**config.mk**
```make
export PLATFORM = sky130hd
export DESIGN_NAME = ppct_table
export DESIGN_NICKNAME = d
export VERILOG_FILES = /design/src/rtl/core/ppct_pkg.sv /design/src/rtl/core/ppct_table.sv
export SDC_FILE = /design/constraint.sdc
export NUM_CORES = 2
export LEC_CHECK = 0
export BUFFER_PORTS_ARGS = -buffer_cell sky130_fd_sc_hd__buf_2
export CORE_ASPECT_RATIO = 0.5
export CORE_MARGIN = 2
export CORE_UTILIZATION = 65
export CTS_BUF_LIST = sky130_fd_sc_hd__clkbuf_8
export CTS_CLUSTER_DIAMETER = 100
export CTS_CLUSTER_SIZE = 40
export DETAILED_ROUTE_END_ITERATION = 16
export HOLD_SLACK_MARGIN = 0.06
export PLACE_DENSITY = 0.82
export SETUP_SLACK_MARGIN = 0.4
export SLEW_MARGIN = 20
export SYNTH_ARGS = -nofsm -noshare
export SYNTH_HDL_FRONTEND = slang
export SYNTH_SLANG_ARGS = --single-unit
```
**constraint.sdc**
```tcl
create_clock -name clk -period 4.3 [get_ports clk]
set_clock_uncertainty 0.15 [all_clocks]
set_input_delay 0.86 -clock clk [delete_from_list [all_inputs] [get_ports clk]]
set_output_delay 0.86 -clock clk [all_outputs]
set_load 0.03 [all_outputs]
```
**src/rtl/core/ppct_pkg.sv**
```systemverilog
`timescale 1ns / 1ps
// ----------------------------------------------------------------------------
// ppct_pkg
// shared types and constants of the particle plane contact test unit
// ----------------------------------------------------------------------------
package ppct_pkg;

    localparam int PLANES     = 16;
    localparam int IDX_W      = $clog2(PLANES);
    localparam int CNT_W      = IDX_W + 1;
    localparam int CW         = 24;
    localparam int FRAC_BITS  = 8;
    localparam int DW         = CW + 1;
    localparam int PW         = 2 * DW;
    localparam int NW         = PW + 2;

    // one unit in the fixed point format
    localparam logic signed [DW-1:0] ONE_UNIT = DW'(1) <<< FRAC_BITS;

    // field selector codes of a write word
    localparam logic [3:0] FLD_XLOW  = 4'd0;
    localparam logic [3:0] FLD_XHIGH = 4'd1;
    localparam logic [3:0] FLD_ZLOW  = 4'd2;
    localparam logic [3:0] FLD_ZHIGH = 4'd3;
    localparam logic [3:0] FLD_YA    = 4'd4;
    localparam logic [3:0] FLD_YB    = 4'd5;
    localparam logic [3:0] FLD_SLOPE = 4'd6;
    localparam logic [3:0] FLD_PUSHX = 4'd7;
    localparam logic [3:0] FLD_PUSHZ = 4'd8;

    // slope axis codes
    localparam logic [1:0] AX_FLAT = 2'd0;
    localparam logic [1:0] AX_X    = 2'd1;
    localparam logic [1:0] AX_Z    = 2'd2;

    // request kinds
    localparam logic REQ_WRITE = 1'b0;
    localparam logic REQ_QUERY = 1'b1;

    typedef struct packed {
        logic [CW-1:0] x_low;
        logic [CW-1:0] x_high;
        logic [CW-1:0] z_low;
        logic [CW-1:0] z_high;
        logic [CW-1:0] y_first;
        logic [CW-1:0] y_second;
        logic [1:0]    axis;
        logic [CW-1:0] push_x;
        logic [CW-1:0] push_z;
    } plane_t;

    typedef struct packed {
        logic          valid;
        logic          last;
        logic [CW-1:0] pos_x;
        logic [CW-1:0] pos_y;
        logic [CW-1:0] pos_z;
    } probe_t;

    typedef struct packed {
        logic          valid;
        logic          last;
        logic          match;
        logic [CW-1:0] push_x;
        logic [CW-1:0] push_z;
    } verdict_t;

endpackage

```
**src/rtl/core/ppct_table.sv**
```systemverilog
`timescale 1ns / 1ps
// ----------------------------------------------------------------------------
// ppct_table
// plane table: one field written per word, one entry read per cycle
// ----------------------------------------------------------------------------
module ppct_table
    import ppct_pkg::*;
(
    input  logic                clk,
    input  logic                wr_en,
    input  logic [IDX_W-1:0]    wr_index,
    input  logic [3:0]          wr_field,
    input  logic [CW-1:0]       wr_value,
    input  logic [IDX_W-1:0]    rd_index,
    output plane_t              rd_plane
);

    plane_t planes_reg [PLANES];
    plane_t rd_plane_reg;
    logic [1:0] slope_code;

    // slope code clamped to the legal range
    always_comb
    begin
        if (wr_value[CW-1])
            slope_code = AX_FLAT;
        else if (wr_value > CW'(2))
            slope_code = AX_Z;
        else
            slope_code = wr_value[1:0];
    end

    // field write
    always_ff @(posedge clk)
    begin
        if (wr_en)
        begin
            unique case (wr_field)
                FLD_XLOW:  planes_reg[wr_index].x_low    <= wr_value;
                FLD_XHIGH: planes_reg[wr_index].x_high   <= wr_value;
                FLD_ZLOW:  planes_reg[wr_index].z_low    <= wr_value;
                FLD_ZHIGH: planes_reg[wr_index].z_high   <= wr_value;
                FLD_YA:    planes_reg[wr_index].y_first  <= wr_value;
                FLD_YB:    planes_reg[wr_index].y_second <= wr_value;
                FLD_SLOPE: planes_reg[wr_index].axis     <= slope_code;
                FLD_PUSHX: planes_reg[wr_index].push_x   <= wr_value;
                FLD_PUSHZ: planes_reg[wr_index].push_z   <= wr_value;
                default:   ;
            endcase
        end
    end

    // registered read
    always_ff @(posedge clk)
    begin
        rd_plane_reg <= planes_reg[rd_index];
    end

    assign rd_plane = rd_plane_reg;

endmodule

```
# After elaboration in Yosys (flattened, before gate mapping)
# Memory sizes are Yosys's and may differ from the RTL's. A register that Yosys moved wholly into a read port is not among the register bits.
# Index checks and enable logic that the tools add are counted.
[op_classes] magnitude_cmp=1 n_mux=29 n_eq_ne=8 n_reduce_logical=1
[op_table] cell="1-bit two-way mux" count=27
[op_table] cell="24-bit by 2-bit greater-than comparator with 1-bit output, second input constant" count=1
[op_table] cell="4-bit by 3-bit equality test with 1-bit output, second input constant" count=4
[op_table] cell="4-bit by 2-bit equality test with 1-bit output, second input constant" count=2
[op_table] cell="4-bit by 1-bit equality test with 1-bit output, second input constant" count=1
[op_table] cell="4-bit equality test, second input constant" count=1
[op_table] cell="4-bit logical NOT" count=1
[op_table] cell="2-bit two-way mux" count=2
[word_totals] memories=1 mem_bits_rw=3104 regBits=0 inputBits=38 out_inout_bits=194
[mem_list] memory="planes_reg" words=16 word_bits=194 rd=1 rd_ports_with_merged_regs=1 write_ports=1 line_no="ppct_table.sv:18" source="plane_t planes_reg [PLANES];"

# Logic depth before layout (Yosys ltp)
[logic_depth] word_depth=4 mapped_depth=9 mapped_depth_nobuf=4

# Worst setup path after synthesis
# OpenSTA, ideal clock, no wires.
[synth_timing] path_kind="input port to flip-flop" startpoint="in wr_field[3]" endpoint="mem planes_reg[11][100] in the netlist's numbering (enable)" setup_time_ns=0.405 cell_stages=4 arrival_time_ns=2.724 setup_slack_ns=1.021 path_cell_list="nor3b_1 -> nand3_1 -> clkbuf_1 -> nor2_1"
[synth_between] elab_chain_cells=4
[synth_rtl] item="from (decl)" line_no="ppct_table.sv:12" source="input logic [3:0] wr_field,"
[synth_rtl] item="4-bit by 2-bit equality test with 1-bit output" line_no="ppct_table.sv:38" source="unique case (wr_field)"
[synth_rtl] item="1-bit two-way mux" line_no="ppct_table.sv:38"
[synth_rtl] item="1-bit two-way mux" line_no="ppct_table.sv:36" source="if (wr_en)"
[synth_rtl] item="1-bit two-way mux (implied by the code)" line_no="ppct_table.sv:42" source="FLD_ZHIGH: planes_reg[wr_index].z_high <= wr_value;"
[synth_rtl] item="to (decl)" line_no="ppct_table.sv:18"
# No other way between the ends.

# Final worst setup path
[layout_timing] startpoint="in wr_field[3]" endpoint="mem planes_reg[4][145] in the netlist's numbering (enable)"
[layout_between] elab_chain_cells=4
[layout_rtl] item="4-bit by 2-bit equality test with 1-bit output" line_no="ppct_table.sv:38"
[layout_rtl] item="1-bit two-way mux" line_no="ppct_table.sv:38"
[layout_rtl] item="1-bit two-way mux" line_no="ppct_table.sv:36"
[layout_rtl] item="1-bit two-way mux (implied by the code)" line_no="ppct_table.sv:41" source="FLD_ZLOW: planes_reg[wr_index].z_low <= wr_value;"
# No other way between the ends.

==> reports/qor.yml <==
placed_design:
  port_buffers: 231
  dp.cells: 8238
  hpwl_um: 163500
  gp_congestion: 0.8244
power:
  sequentialPowerShare_pct: 71.9
  ir_drop_uv: 277.0
  swShare_pct: 21.93
  pwr-share-clk_pct: 21.3
  p_int_mw: 38.50
  switchingPower_mw: 10.81
  total_leakage_power_nw: 41.28
  pwr-share-comb_pct: 6.8
  power_density_nw_per_um2: 381.7
setup_path:
  cp.arrival_ps: 3500
  crit_family: "simple AND/OR/NAND/NOR gates"
  end_kind: "flop"
  path_max_fanout: 24
  path_cells: "buf_2, nor3b_1, nand2_1, nor2_2, buf_4"
  critPathBufInv: 2
  crit_type: "input port to flop"
  cp.required_ps: 4800
  cpMaxStageDelayCell: "nor3b_1"
  startpoint_type: "input port"
  max_stage_delay_ps: 900
clock_network:
  cts_root_buffer: "clkbuf_8"
  post_cts_resized: 0
  cts_buffer_depth: 3
  tritoncts: "yes"
  cts_buffers: 92
  htreeDepth: 3
  post-cts-setup-buffers: 0
  clk_pin_slew_worst_paths_ps: 220
  cts_sinks: 3298
  worst_skew_pair.late_latency_ps: 1020
routing:
  drt_iter0_drc: 10750
  postRouteAntennaNets: 0
  via_count: 60010
  drc: 0
  wl_per_cell_um: 34.84
  dr.pass1.iters: 6
  viasPerCell: 7.121
  wirelength_um: 293600
floorplan:
  die_w_um: 615.9
  rows: 112
  core_um2: 186200
  die-area_um2: 190900
  io_pins: 232
  start_util_pct: 65.34
  die_h_um: 309.9
sta:
  drv_slew: 0
  min_period_ps: 3000
  fmaxAchievable_ghz: 0.3333
  tightest_slew_ps: 1284
  rsz0062_at_grt: "false"
  finalHoldViolCount: 0
  final.period_utilization_pct: 69.76
  timing.slew.headroom_pct: 14.22
  finalSetupViolCount: 0
run_status:
  status: "complete, no violations"
logic_synthesis:
  ys.warnings.count: 0
  synth_fp_nets: 5572
  synth_cells: 5534
  postSynthAreaPerCell_um2: 21.99
  synth_seq_cells: 3298
  synthDistinctLibCells: 31
  synth-seq-area-share_pct: 79.79
  syn_area_um2: 121700
grt:
  grt_pass1_wl_um: 413400
  grt_usage_pct: 30.57
  overflow: 0
  antenna_found_initial: 17
  grt_max_degree: 129
  grt_pass1_vias: 59230
layout:
  drive_gt1_share_pct: 24.30
  layout.cells.non_filler: 8427
  fin_util_pct: 69.36
  final_nets: 5866
  largest_register_ffs: 3104
  area_growth_pct: 6.150
hold_path:
  hold_path_class: "input port to flop"
job:
  maxCapViolCount: 0
[path summary, 6_finish.rpt]
kind,startpoint,endpoint,slack [ps],cells after the start
worst max-delay path,wr_field[3],planes_reg[4][145],1300,5
worst min-delay path,wr_value[5],planes_reg[8][175],130,1
worst max register to register,planes_reg[1][143],rd_plane[143],2560,3
worst min register to register,planes_reg[14][70],rd_plane[70],530,3
[cells by family after synthesis]
kind of cell | count (synthesis) | share of synthesized area (%)
AOI/OAI and AO/OA | 547 | 3.429
and+or+nand+nor | 390 | 1.323
muxes | 988 | 14.08
buffers and inverters | 311 | 1.372
DFF | 3298 | 79.79
[through the flow]
step | hold WS (ps) | power, mW | TNS [ps] | setup WS, ps | area (um^2)
floorplan | 445.5 | 37.98 | 0 | 1021 | 121700
global placement | 495.6 | 39.37 | -16070 | -553.3 | 127400
detailed placement | 503.8 | 39.50 | 0 | 362.7 | 127400
CTS | 62.30 | 49.27 | 0 | 1392 | 129100
global route | 64.26 | 50.38 | 0 | 1380 | 129200
finish | 134.1 | 49.31 | 0 | 1300 | 129200
[power by group through the flow]
stage / clock, mW / sequential (mW) / combinational, mW
4_1_cts: 10.5 / 35.5 / 3.31
5_1_grt: 11.4 / 35.5 / 3.47
2_1_floorplan: 0 / 36.5 / 1.49
3_3_place_gp: 0 / 36.2 / 3.19
3_5_place_dp: 0 / 36.2 / 3.31
6_report: 10.5 / 35.5 / 3.34
[metal layers]
metal  wire, um  global-route usage, %
met4      11750                  11.18
met2     142500                  49.56
met3      37630                  5.752
met1     101700                  42.61
met5         81                      0
[cell usage after synthesis]
| cell type | count | area share [%] |
|---|---|---|
| buf_2 | 124 | 0.51 |
| nor4_1 | 5 | 0.026 |
| clkbuf_4 | 4 | 0.025 |
| and3b_1 | 2 | 0.014 |
| o21ai_0 | 4 | 0.016 |
| buf_6 | 29 | 0.27 |
| and2_1 | 2 | 0.010 |
| o2111ai_1 | 4 | 0.029 |
| nand2_1 | 154 | 0.48 |
| mux2i_1 | 306 | 2.5 |
| nand4b_1 | 1 | 0.0072 |
| nand3_1 | 57 | 0.23 |
| nor3b_1 | 1 | 0.0062 |
| edfxtp_1 | 3104 | 77 |
| mux2_2 | 114 | 1.1 |
| nor3_1 | 1 | 0.0041 |
| or2_2 | 1 | 0.0051 |
| a221oi_1 | 57 | 0.41 |
| dfxtp_1 | 194 | 3.2 |
| a21o_1 | 57 | 0.35 |
| buf_12 | 1 | 0.016 |
| nor2_1 | 152 | 0.47 |
| a22oi_1 | 311 | 1.9 |
| clkbuf_1 | 115 | 0.35 |
| buf_1 | 12 | 0.037 |
| o22ai_1 | 57 | 0.29 |
| buf_4 | 26 | 0.16 |
| nor2b_1 | 12 | 0.062 |
| a22o_1 | 57 | 0.41 |
| nand4_1 | 2 | 0.010 |
| mux4_2 | 568 | 11 |
[cell type report]
class	instances	area (um^2)
Multi-Input combinational cell	1925	23350
Fill cell	10330	57070
Tap cell	2508	3138
Timing Repair Buffer	511	3923
Antenna cell	13	32.53
Sequential cell	3298	97090
Clock buffer	92	1266
Clock inverter	80	365.4
[cells in the final DEF (no fill, tap or decap), types with 2 or more instances in the layout]
cell and count:
edfxtp_1 3104, mux4_2 568, a22oi_1 311, mux2i_1 306
buf_4 256, buf_2 203, dfxtp_1 194, nand2_1 152
nor2_2 125, mux2_2 114, clkbuf_8 93, inv_1 72
o22ai_1 57, a221oi_1 57, a22o_1 57, a21o_1 57
nand3_1 55, buf_12 43, nor2_1 21, diode_2 13
nor2b_4 6, nor2_4 6, nor2b_1 6, o2111ai_1 4
o21ai_0 4, nor4_1 4, clkinvlp_4 3, inv_8 3
dlygate4sd3_1 3, nand2_2 2, nand4_1 2, and3b_1 2
nand3_2 2, buf_8 2, buf_6 2
[what timing repair did]
| action | in CTS | in global routing |
|---|---|---|
| endpoints found under the hold margin | 27 | 2 |
| hold buffers | 2 | 1 |
| endpoints found under the setup margin | 0 | 0 |
Note: power is estimated with default switching activity, not from simulation.
